### src/hdl/vic_pkg.sv
// Package for the vectored interrupt controller: widths, register map codes,
// request codes and identification bytes. No dependencies.
package vic_pkg;
  localparam int LEVELS      = 17;
  localparam int DATA_W      = 32;
  localparam int OFF_W       = 12;
  localparam int PRIO_W      = 5;
  localparam int DEF_SOURCES = 32;
  localparam int DEF_VECTORS = 16;

  typedef enum logic [1:0] {
    REQ_LINE  = 2'd0,
    REQ_READ  = 2'd1,
    REQ_WRITE = 2'd2,
    REQ_NONE  = 2'd3
  } req_t;

  localparam logic [9:0] W_IRQSTAT  = 10'd0;
  localparam logic [9:0] W_FIQSTAT  = 10'd1;
  localparam logic [9:0] W_RAWSTAT  = 10'd2;
  localparam logic [9:0] W_FIQSEL   = 10'd3;
  localparam logic [9:0] W_ENABLE   = 10'd4;
  localparam logic [9:0] W_ENCLR    = 10'd5;
  localparam logic [9:0] W_SOFT     = 10'd6;
  localparam logic [9:0] W_SOFTCLR  = 10'd7;
  localparam logic [9:0] W_PROT     = 10'd8;
  localparam logic [9:0] W_RSVD     = 10'd11;
  localparam logic [9:0] W_VECTADDR = 10'd12;
  localparam logic [9:0] W_DEFVECT  = 10'd13;
  localparam logic [9:0] W_TESTCTRL = 10'hc0;

  function automatic logic [7:0] id_byte(input logic [2:0] k);
    logic [7:0] b;
    case (k)
      3'd0: b = 8'h90;
      3'd1: b = 8'h11;
      3'd2: b = 8'h04;
      3'd3: b = 8'h00;
      3'd4: b = 8'h0d;
      3'd5: b = 8'hf0;
      3'd6: b = 8'h05;
      default: b = 8'h81;
    endcase
    return b;
  endfunction

  function automatic logic [DATA_W-1:0] size_mask(input logic [1:0] sz);
    logic [DATA_W-1:0] m;
    case (sz)
      2'd0: m = 32'h0000_00ff;
      2'd1: m = 32'h0000_ffff;
      default: m = 32'hffff_ffff;
    endcase
    return m;
  endfunction
endpackage

### src/hdl/vic_if.sv
// Channel interfaces for the vectored interrupt controller.
// Depends on vic_pkg.
interface vic_req_if;
  import vic_pkg::*;
  logic              valid;
  logic              ready;
  logic [1:0]        req_type;
  logic [OFF_W-1:0]  reg_offset;
  logic [1:0]        access_size;
  logic [DATA_W-1:0] write_data;
  logic [4:0]        line_index;
  logic              line_level;
  modport source (output valid, req_type, reg_offset, access_size, write_data,
                  line_index, line_level, input ready);
  modport sink (input valid, req_type, reg_offset, access_size, write_data,
                line_index, line_level, output ready);
endinterface

interface vic_rsp_if;
  import vic_pkg::*;
  logic              valid;
  logic              ready;
  logic [DATA_W-1:0] read_data;
  logic              access_error;
  logic              irq_out;
  logic              fiq_out;
  modport source (output valid, read_data, access_error, irq_out, fiq_out,
                  input ready);
  modport sink (input valid, read_data, access_error, irq_out, fiq_out,
                output ready);
endinterface

interface vic_cfg_if;
  logic valid;
  logic ready;
  logic data;
  modport source (output valid, data, input ready);
  modport sink (input valid, data, output ready);
endinterface

### src/hdl/vic_prio.sv
// Priority search over the vector slots: highest pending level below the
// current priority. Depends on vic_pkg.
module vic_prio #(
  parameter int NUM_VECTORS = vic_pkg::DEF_VECTORS
) (
  input  logic [31:0]                        pend,
  input  logic [NUM_VECTORS-1:0][7:0]        vctl,
  input  logic [vic_pkg::PRIO_W-1:0]         cur_prio,
  output logic                               found,
  output logic [vic_pkg::PRIO_W-1:0]         level
);
  import vic_pkg::*;

  logic [15:0] hit;       // slot i enabled and its source pending
  logic [15:0][31:0] src; // one-hot source claimed by slot i

  always_comb begin
    for (int i = 0; i < 16; i++) begin
      src[i] = '0;
      if (i < NUM_VECTORS) begin
        if (vctl[i][5]) src[i][vctl[i][4:0]] = 1'b1;
      end
      hit[i] = |(src[i] & pend);
    end
  end

  // level i < cur_prio wins if slot i is the lowest such slot with a pending
  // source; else level 16 < cur_prio if any source is pending (it claims all)
  always_comb begin
    found = 1'b0;
    level = PRIO_W'(LEVELS);
    if (cur_prio > PRIO_W'(16) && pend != '0) begin
      found = 1'b1;
      level = PRIO_W'(16);
    end
    for (int i = 15; i >= 0; i--) begin
      if (PRIO_W'(i) < cur_prio && hit[i]) begin
        found = 1'b1;
        level = PRIO_W'(i);
      end
    end
  end
endmodule

### src/hdl/vectored_interrupt_controller_unit.sv
// Vectored interrupt controller: one request transaction (line change,
// register read or write) gives one response transaction. Depends on
// vic_pkg, vic_if and vic_prio.
//
// For each transaction the request is decoded, state updated
// and the response registered in the same cycle, through a flat 17-level
// priority encoder. A new request is taken every cycle while the response
// register is empty or being drained. cfg holds chained mode.
module vectored_interrupt_controller_unit #(
  parameter int NUM_SOURCES = vic_pkg::DEF_SOURCES,
  parameter int NUM_VECTORS = vic_pkg::DEF_VECTORS
) (
  input  logic      clk,
  input  logic      rst,
  vic_req_if.sink   req,
  vic_rsp_if.source rsp,
  vic_cfg_if.sink   cfg
);
  import vic_pkg::*;

  localparam logic [31:0] SRC_BITS = 32'hffff_ffff >> (32 - NUM_SOURCES);

  logic              chained;
  logic [31:0]       raw_level, sw_level, int_en, fiq_sel;
  logic [31:0]       raw_level_next, sw_level_next, int_en_next, fiq_sel_next;
  logic [NUM_VECTORS-1:0][31:0] vaddr;
  logic [NUM_VECTORS-1:0][7:0]  vctl, vctl_next;
  logic [31:0]       def_vect;
  logic [PRIO_W-1:0] cur_prio, cur_prio_next;
  logic [LEVELS-1:0][PRIO_W-1:0] prio_stack;
  logic              prot;

  logic              rsp_valid;
  logic [31:0]       rsp_data;
  logic              rsp_err, rsp_irq, rsp_fiq;

  logic        take;
  logic [31:0] pend, pend_next, msk, wdata, rd, stat_next;
  logic        err, do_wr, vread, vwrite;
  logic [9:0]  word;
  logic        in_va, in_vc, in_id;
  logic [5:0]  slot;
  logic        slot_ok;
  logic        found, irq_n, fiq_n;
  logic [PRIO_W-1:0] level;

  assign req.ready = !rsp_valid || rsp.ready;
  assign cfg.ready = 1'b1;
  assign take      = req.valid && req.ready;

  assign rsp.valid        = rsp_valid;
  assign rsp.read_data    = rsp_data;
  assign rsp.access_error = rsp_err;
  assign rsp.irq_out      = rsp_irq;
  assign rsp.fiq_out      = rsp_fiq;

  assign pend  = (raw_level | sw_level) & SRC_BITS;
  assign msk   = size_mask(req.access_size);
  assign wdata = req.write_data & msk;
  assign word  = req.reg_offset[11:2];
  assign in_id = req.reg_offset >= 12'hfe0;
  assign in_va = req.reg_offset[11:6] == 6'h04;
  assign in_vc = req.reg_offset[11:6] == 6'h08;
  assign slot  = {2'b00, req.reg_offset[5:2]};
  assign slot_ok = slot < 6'(NUM_VECTORS);

  vic_prio #(.NUM_VECTORS(NUM_VECTORS)) u_prio (
    .pend(pend), .vctl(vctl), .cur_prio(cur_prio),
    .found(found), .level(level)
  );

  // decode: read data, error, and whether a write is applied
  always_comb begin
    rd = '0; err = 1'b0; do_wr = 1'b0; vread = 1'b0; vwrite = 1'b0;
    if (req.req_type == REQ_READ) begin
      if (in_id) rd = {24'd0, id_byte(req.reg_offset[4:2])};
      else if (in_va) begin
        if (slot_ok) rd = vaddr[slot[3:0]];
      end else if (in_vc) begin
        if (slot_ok) rd = {24'd0, vctl[slot[3:0]]};
      end else begin
        case (word)
          W_IRQSTAT:  rd = pend & int_en & ~fiq_sel;
          W_FIQSTAT:  rd = pend & fiq_sel;
          W_RAWSTAT:  rd = pend;
          W_FIQSEL:   rd = fiq_sel;
          W_ENABLE:   rd = int_en;
          W_SOFT:     rd = sw_level;
          W_PROT:     rd = {31'd0, prot};
          W_RSVD:     rd = '0;
          W_VECTADDR: begin
            vread = 1'b1;
            // nothing new above the active level: that level's vector again
            if (!found) begin
              if (cur_prio < PRIO_W'(16)) rd = vaddr[cur_prio[3:0]];
              else rd = def_vect;
            end else if (level == PRIO_W'(16)) rd = def_vect;
            else rd = vaddr[level[3:0]];
          end
          W_DEFVECT:  rd = def_vect;
          default:    err = 1'b1;
        endcase
      end
      rd = rd & msk;
    end else if (req.req_type == REQ_WRITE) begin
      if (in_va || in_vc) do_wr = 1'b1;
      else begin
        case (word)
          W_IRQSTAT, W_RSVD: ;
          W_FIQSEL, W_ENABLE, W_ENCLR, W_SOFT, W_SOFTCLR, W_PROT, W_DEFVECT:
            do_wr = 1'b1;
          W_VECTADDR: vwrite = 1'b1;
          W_TESTCTRL: err = wdata != '0;
          default:    err = 1'b1;
        endcase
      end
    end
  end

  always_comb begin
    raw_level_next = raw_level;
    sw_level_next  = sw_level;
    int_en_next    = int_en;
    fiq_sel_next   = fiq_sel;
    cur_prio_next  = cur_prio;
    vctl_next      = vctl;
    if (req.req_type == REQ_LINE && 32'(req.line_index) < 32'(NUM_SOURCES))
      raw_level_next[req.line_index] = req.line_level;
    if (do_wr && in_vc && slot_ok) vctl_next[slot[3:0]] = wdata[7:0];
    if (do_wr && !in_va && !in_vc) begin
      case (word)
        W_FIQSEL:  fiq_sel_next = wdata & SRC_BITS;
        W_ENABLE:  int_en_next = int_en | (wdata & SRC_BITS);
        W_ENCLR:   int_en_next = int_en & ~(wdata & SRC_BITS);
        W_SOFT:    sw_level_next = sw_level | (wdata & SRC_BITS);
        W_SOFTCLR: sw_level_next = sw_level & ~(wdata & SRC_BITS);
        default: ;
      endcase
    end
    if (vread && found && level < cur_prio) cur_prio_next = level;
    if (vwrite && cur_prio < PRIO_W'(LEVELS)) begin
      if (prio_stack[cur_prio] > PRIO_W'(LEVELS)) cur_prio_next = '0;
      else cur_prio_next = prio_stack[cur_prio];
    end
  end

  assign pend_next = (raw_level_next | sw_level_next) & SRC_BITS;
  assign stat_next = pend_next & int_en_next & ~fiq_sel_next;

  // irq sees the priority and slot controls as they stand after this item
  logic [31:0] mask_used;
  always_comb begin
    mask_used = '0;
    if (cur_prio_next >= PRIO_W'(LEVELS)) mask_used = '1;
    else begin
      for (int i = 0; i < 16; i++) begin
        if (i < NUM_VECTORS && PRIO_W'(i) < cur_prio_next && vctl_next[i][5])
          mask_used[vctl_next[i][4:0]] = 1'b1;
      end
    end
  end

  assign irq_n = chained ? (stat_next != '0) : ((stat_next & mask_used) != '0);
  assign fiq_n = chained ? 1'b0 : ((pend_next & fiq_sel_next) != '0);

  always_ff @(posedge clk) begin
    if (rst) begin
      chained <= 1'b0; raw_level <= '0; sw_level <= '0;
      int_en <= '0; fiq_sel <= '0; vaddr <= '0; vctl <= '0;
      def_vect <= '0; cur_prio <= PRIO_W'(LEVELS); prio_stack <= '0;
      prot <= 1'b0; rsp_valid <= 1'b0;
    end else begin
      if (cfg.valid) chained <= cfg.data;
      rsp_valid <= take || (rsp_valid && !rsp.ready);
      if (take) begin
        raw_level <= raw_level_next;
        sw_level  <= sw_level_next;
        int_en    <= int_en_next;
        fiq_sel   <= fiq_sel_next;
        cur_prio  <= cur_prio_next;
        vctl      <= vctl_next;
        if (vread && found && level < cur_prio) prio_stack[level] <= cur_prio;
        if (do_wr && in_va && slot_ok) vaddr[slot[3:0]] <= wdata;
        if (do_wr && !in_va && !in_vc && word == W_PROT) prot <= wdata[0];
        if (do_wr && !in_va && !in_vc && word == W_DEFVECT) def_vect <= wdata;
      end
    end
  end

  always_ff @(posedge clk) begin
    if (take) begin
      rsp_data <= rd; rsp_err <= err; rsp_irq <= irq_n; rsp_fiq <= fiq_n;
    end
  end

`ifndef SYNTHESIS
  a_prio_range: assert property (@(posedge clk) disable iff (rst)
    cur_prio <= PRIO_W'(LEVELS)) else $error("priority out of range");
  a_chain_fiq: assert property (@(posedge clk) disable iff (rst)
    take && chained |=> !rsp_fiq)
    else $error("fiq in chained mode");
  a_line_no_err: assert property (@(posedge clk) disable iff (rst)
    take && req.req_type == REQ_LINE |=> !rsp_err) else $error("line error");
  a_push_lowers: assert property (@(posedge clk) disable iff (rst)
    take && vread |=> cur_prio <= $past(cur_prio)) else $error("push raised");
`endif
endmodule
### src/flat_wrapper.sv
// flat-port wrapper written by rule: the top's interface ports become plain ports
module vectored_interrupt_controller_unit_flat import vic_pkg::*;
#(
  parameter int NUM_SOURCES = vic_pkg::DEF_SOURCES,
  parameter int NUM_VECTORS = vic_pkg::DEF_VECTORS
)
  (clk, rst, req_valid, req_req_type, req_reg_offset, req_access_size, req_write_data, req_line_index, req_line_level, req_ready, rsp_valid, rsp_read_data, rsp_access_error, rsp_irq_out, rsp_fiq_out, rsp_ready, cfg_valid, cfg_data, cfg_ready);
  vic_req_if req_i ();
  vic_rsp_if rsp_i ();
  vic_cfg_if cfg_i ();
  input  logic clk;
  input  logic rst;
  input wire logic [$bits(req_i.valid)-1:0] req_valid;
  input wire logic [$bits(req_i.req_type)-1:0] req_req_type;
  input wire logic [$bits(req_i.reg_offset)-1:0] req_reg_offset;
  input wire logic [$bits(req_i.access_size)-1:0] req_access_size;
  input wire logic [$bits(req_i.write_data)-1:0] req_write_data;
  input wire logic [$bits(req_i.line_index)-1:0] req_line_index;
  input wire logic [$bits(req_i.line_level)-1:0] req_line_level;
  output wire logic [$bits(req_i.ready)-1:0] req_ready;
  output wire logic [$bits(rsp_i.valid)-1:0] rsp_valid;
  output wire logic [$bits(rsp_i.read_data)-1:0] rsp_read_data;
  output wire logic [$bits(rsp_i.access_error)-1:0] rsp_access_error;
  output wire logic [$bits(rsp_i.irq_out)-1:0] rsp_irq_out;
  output wire logic [$bits(rsp_i.fiq_out)-1:0] rsp_fiq_out;
  input wire logic [$bits(rsp_i.ready)-1:0] rsp_ready;
  input wire logic [$bits(cfg_i.valid)-1:0] cfg_valid;
  input wire logic [$bits(cfg_i.data)-1:0] cfg_data;
  output wire logic [$bits(cfg_i.ready)-1:0] cfg_ready;
  assign req_i.valid = req_valid;
  assign req_i.req_type = req_req_type;
  assign req_i.reg_offset = req_reg_offset;
  assign req_i.access_size = req_access_size;
  assign req_i.write_data = req_write_data;
  assign req_i.line_index = req_line_index;
  assign req_i.line_level = req_line_level;
  assign req_ready = req_i.ready;
  assign rsp_valid = rsp_i.valid;
  assign rsp_read_data = rsp_i.read_data;
  assign rsp_access_error = rsp_i.access_error;
  assign rsp_irq_out = rsp_i.irq_out;
  assign rsp_fiq_out = rsp_i.fiq_out;
  assign rsp_i.ready = rsp_ready;
  assign cfg_i.valid = cfg_valid;
  assign cfg_i.data = cfg_data;
  assign cfg_ready = cfg_i.ready;
  vectored_interrupt_controller_unit #(.NUM_SOURCES(NUM_SOURCES), .NUM_VECTORS(NUM_VECTORS)) u_core (.clk(clk), .rst(rst), .req(req_i), .rsp(rsp_i), .cfg(cfg_i));
endmodule
### config.mk
export PLATFORM = sky130hd
export DESIGN_NAME = vectored_interrupt_controller_unit_flat
export DESIGN_NICKNAME = d
export VERILOG_FILES = /design/src/hdl/vic_pkg.sv /design/src/hdl/vic_if.sv /design/src/hdl/vic_prio.sv /design/src/hdl/vectored_interrupt_controller_unit.sv /design/src/flat_wrapper.sv
export SDC_FILE = /design/constraint.sdc
export NUM_CORES = 2
export LEC_CHECK = 0
export BUFFER_PORTS_ARGS = -buffer_cell sky130_fd_sc_hd__clkbuf_2
export CORE_UTILIZATION = 35
export CTS_CLUSTER_SIZE = 8
export DETAILED_ROUTE_END_ITERATION = 8
export MAX_ROUTING_LAYER = met4
export PLACE_DENSITY = 0.52
export SLEW_MARGIN = 0
export SYNTH_ARGS = -nofsm -noshare
export SYNTH_HDL_FRONTEND = slang
export SYNTH_SLANG_ARGS = --single-unit
### constraint.sdc
create_clock -name clk -period 7.42 [get_ports clk]
set_input_delay 0.371 -clock clk [delete_from_list [all_inputs] [get_ports clk]]
set_output_delay 0.371 -clock clk [all_outputs]
set_load 0.1 [all_outputs]
==> impl_metrics.yaml <==
worst_setup_path:
  cp_data_required_time_ns: 7.97
  cpLargestDelayFamily: "simple AND/OR/NAND/NOR gates"
  r2r-start: "u_core.raw_level[5]$_SDFFE_PP0P_"
  reg2reg_to: "u_core.rsp.irq_out$_DFFE_PP_"
  timing.critical_path.from: "u_core.raw_level[5]$_SDFFE_PP0P_"
  timing.critical_path.slowest_cell_delay_ns: 0.54
  r2r_cells: 32
  arrival_time_at_the_worst_endpoint_ns: 8.08
  ff2ff_setup_slack_ns: -0.11
  crit_buf_inv: 9
  setup.worst_path.class: "flop to flop"
  worstSetupStartpointType: "flop"
  critical-path-top-cell-by-count: "sky130_fd_sc_hd__buf_4"
  crit_end: "u_core.rsp.irq_out$_DFFE_PP_"
  timing.critical_path.depth: 32
  critical-path-slowest-cell: "sky130_fd_sc_hd__nor2_1"
  worstPathMaxFanout: 10
  endpoint_kind: "flop"
clock_tree:
  cts-root-buf: "sky130_fd_sc_hd__clkbuf_16"
  numCtsBuffers: 136
  clk_transition_reported_paths_ns: 0.06
  cts.sinks: 928
  clockBufferDepth: 3
  cts_tree: "yes"
  htree_num_levels: 4
  worstSkewPairLatency_ns: 0.83
timing:
  max_slew.worst_pin.slew_ns: 1.56
  timing.final.ws_setup_ns: -0.113
  layout_min_cycle_time_ns: 7.53
  fmax_mhz: 133
  tns_ns: -0.113
  whs_ns: 0.0986
  timing.clock.skew_ns: 0.0453
  hold_vio_cnt_final: 0
  final-max-slew-violation-count: 3
  post-route-period-util_pct: 102
  setup_viol: 1
  grt_setup_unrepaired: "yes"
  slew-limit-headroom_pct: -5.40
yosys:
  synth_adder_area_share_pct: 0.0757
  flip_flop_and_latch_count_after_synthesis: 928
  syn_inst: 8527
  post_synth_edffs: 35
  synth-main-ff-cell: "sky130_fd_sc_hd__dfxtp_1"
  proportion_of_synthesized_chip_area_in_sequential_cells_pct: 28.6
  synth_compound_gate_area_share_pct: 21.7
  synthDominantAreaCellType: "sky130_fd_sc_hd__dfxtp_1"
  asyncSetResetFlopFracSynth_pct: 0
  synthesis.yosys.warnings: 0
  synth_xor_area_share_pct: 0.0132
  syn-mean-instance-area_um2: 7.75
  synth_unique_cells: 100
  syn-cell-area_mm2: 0.0661
  postSynthNetCount: 8591
  synth.mux.area_fraction_pct: 21.6
  dominant_combinational_cell_family_by_area_after_synthesis: "simple AND/OR/NAND/NOR gates"
  yosys-top-cells-area: "sky130_fd_sc_hd__dfxtp_1 27%, sky130_fd_sc_hd__mux4_2 15%, sky130_fd_sc_hd__a21oi_1 8.9%"
  synth_largest_type_area_fraction_pct: 27.0
  synth_simple_gate_area_share_pct: 22.6
layout:
  layout_commonest_cell: "sky130_fd_sc_hd__nand2_1"
  ff_latch_area_mm2: 0.0190
  multi_input_area_mm2: 0.0446
  stdcell_count: 11500
  fill_cells: 18900
  layout-drive-gt1-share_pct: 23.1
  finish.net_count: 9039
  layout_common_cells: "1348 x sky130_fd_sc_hd__nand2_1, 1197 x sky130_fd_sc_hd__nor2_1, 1174 x sky130_fd_sc_hd__a21oi_1, 957 x sky130_fd_sc_hd__buf_4, 881 x sky130_fd_sc_hd__dfxtp_1"
  syn_to_final_growth_pct: 21.3
flow_run:
  max-cap-violations: 1
global_route:
  first_pass_grt_wire_length_um: 586000
  globalRouteTotalUtil_pct: 45.0
  gr-total-overflow: 0
  antenna_found_initial: 32
  grt_pass1_vias: 69500
  grt_max_degree: 194
power:
  power_per_cell_area_mw_per_mm2: 157
  fin_total_pwr_mw: 12.6
  power.ir.vdd_worst_v: 0.000195
  cellLeakagePower_nw: 27.0
die:
  design.core.area_mm2: 0.188
  fp.dieArea_mm2: 0.191
  die_height_um: 437
  floorplan.rows: 159
  ios: 98
  start_util_pct: 35.2
  die_width_um: 437
detailed_routing:
  avgRoutedWirePerCell_um: 37.4
  drt_iter0_markers: 11000
  vias_per_cell: 6.61
  via_count: 76300
  firstDrtPassIters: 7
  drcViolationCount: 0
  finalWirelength_um: 432000
  antenna_violating_nets_post_route: 0
run_status:
  violations: "max-capacitance violations, max-slew violations, negative setup slack"
  outcome: "complete, but fails checks"
placed_design:
  post-place-cells: 11300
  buffer_ports.inserted: 94
  gp_routability_congestion: 1.14
  minimum_setup_slack_after_placement_ns: -0.753
  hpwl_um: 320000
hold_path:
  hold_path.class: "primary input to flop"
-- area by class of cell --
class,instances,area share (%)
diodes,30,0.0936
inverters,92,0.440
repair buffers,1125,11.4
clock inverters,17,0.549
clock buffers,163,4.41
multi-input cells,6692,55.6
well taps,2495,3.89
flip-flops and latches,928,23.6
-- sequential cells by signal (all words and copies together), names as in the netlist --
signal,flops
u_core.rsp.fiq_out,1
u_core.rsp.access_error,1
u_core.fiq_sel,32
u_core.raw_level,32
u_core.rsp.irq_out,1
u_core.int_en,32
u_core.def_vect,32
u_core.cur_prio,5
u_core.chained,1
u_core.prot,1
u_core.sw_level,32
u_core.rsp.valid,1
u_core.vctl,128
u_core.prio_stack,85
u_core.rsp.read_data,32
u_core.vaddr,512
-- worst min path at each step --
stage	slack (ns)	end	cells after the start	from
2_1_floorplan	0.43	u_core.prio_stack[84]$_SDFFE_PP0P_	2	u_core.prio_stack[84]$_SDFFE_PP0P_
3_3_place_gp	0.44	u_core.prio_stack[84]$_SDFFE_PP0P_	2	u_core.prio_stack[84]$_SDFFE_PP0P_
3_5_place_dp	0.45	u_core.prio_stack[84]$_SDFFE_PP0P_	2	u_core.prio_stack[84]$_SDFFE_PP0P_
4_1_cts	0.03	u_core.raw_level[16]$_SDFFE_PP0P_	3	req_line_level
5_1_grt	0.09	u_core.vctl[123]$_SDFFE_PP0P_	3	req_write_data[3]
6_report	0.1	u_core.vctl[123]$_SDFFE_PP0P_	3	req_write_data[3]
-- routing by layer --
layer	vias to the layer above	wire, µm	global-route usage, %
li1	32100	-	-
met1	37700	168000	55.9
met2	5246	187000	66.0
met3	1271	44500	10.3
met4	0	32800	27.7
met5	-	0	-
-- worst reg2reg max path, delay by kind of cell (launching register included) --
kind	cells	cell delay, ns
AOI/OAI and AO/OA	11	2.15
and+or+nand+nor	10	2.62
adders and majority gates	1	0.30
muxes	1	0.28
buffers and inverters	9	1.61
DFF	1	0.30
-- timing repair --
action                                  4_1_cts  5_1_grt
endpoints found under the setup margin        1        1
endpoints found under the hold margin         3        0
buffers inserted                              0       24
gates cloned                                  1        0
pin swaps                                     9       25
hold buffers                                  4        0
gates resized for setup                      57       63
-- cells in the mapped netlist, types with 12 or more instances --
library cell and number:
sky130_fd_sc_hd__a32oi_1 36, sky130_fd_sc_hd__a31oi_1 76, sky130_fd_sc_hd__nand2_1 1367, sky130_fd_sc_hd__a41oi_1 13, sky130_fd_sc_hd__clkbuf_1 651, sky130_fd_sc_hd__a2111oi_0 20
sky130_fd_sc_hd__or2_2 14, sky130_fd_sc_hd__nor3b_1 32, sky130_fd_sc_hd__nor4_1 40, sky130_fd_sc_hd__nor2_1 1217, sky130_fd_sc_hd__o221ai_1 74, sky130_fd_sc_hd__nor2b_1 42
sky130_fd_sc_hd__nor4b_1 12, sky130_fd_sc_hd__o211ai_1 33, sky130_fd_sc_hd__mux2i_1 253, sky130_fd_sc_hd__nand3_1 261, sky130_fd_sc_hd__nand4_1 83, sky130_fd_sc_hd__a22oi_1 71
sky130_fd_sc_hd__a211oi_1 75, sky130_fd_sc_hd__edfxtp_1 35, sky130_fd_sc_hd__a21oi_1 1178, sky130_fd_sc_hd__o21ai_1 30, sky130_fd_sc_hd__dfxtp_1 893, sky130_fd_sc_hd__o21a_1 12
sky130_fd_sc_hd__o2111ai_1 26, sky130_fd_sc_hd__or3_1 41, sky130_fd_sc_hd__mux4_2 453, sky130_fd_sc_hd__inv_1 87, sky130_fd_sc_hd__and2_1 57, sky130_fd_sc_hd__nand3b_1 37
sky130_fd_sc_hd__buf_1 97, sky130_fd_sc_hd__o41ai_1 12, sky130_fd_sc_hd__buf_2 51, sky130_fd_sc_hd__and3_1 33, sky130_fd_sc_hd__mux2_2 138, sky130_fd_sc_hd__buf_4 13
sky130_fd_sc_hd__o31ai_1 39, sky130_fd_sc_hd__o22ai_1 78, sky130_fd_sc_hd__nand2b_1 51, sky130_fd_sc_hd__nor3_1 112, sky130_fd_sc_hd__o21ai_0 383, sky130_fd_sc_hd__a221oi_1 83
sky130_fd_sc_hd__a222oi_1 14
-- power by group --
| group | internal, mW | switching [mW] |
|---|---|---|
| logic | 0.399 | 1.04 |
| clock network | 3.45 | 2.61 |
| registers | 5.04 | 0.0211 |
| total | 8.88 | 3.67 |
-- stage by stage --
stage / cell area [µm²] / utilization (%)
6_report: 80200 / 42.7
5_1_grt: 80200 / 42.7
4_1_cts: 79600 / 42.4
3_5_place_dp: 75300 / 40.1
3_3_place_gp: 75300 / 40.1
2_1_floorplan: 66100 / -
-- logic make-up (layout without fill, tap and decap cells) --
group	count (synthesis)	after routing
mux	844	844
compound gates	2387	2387
buf+inv	907	1397
xor+xnor	1	1
flops	928	928
simple gates	3455	3455
fa+ha+maj	4	4
other cells	1	31
Note: power is estimated with default switching activity, not from simulation.
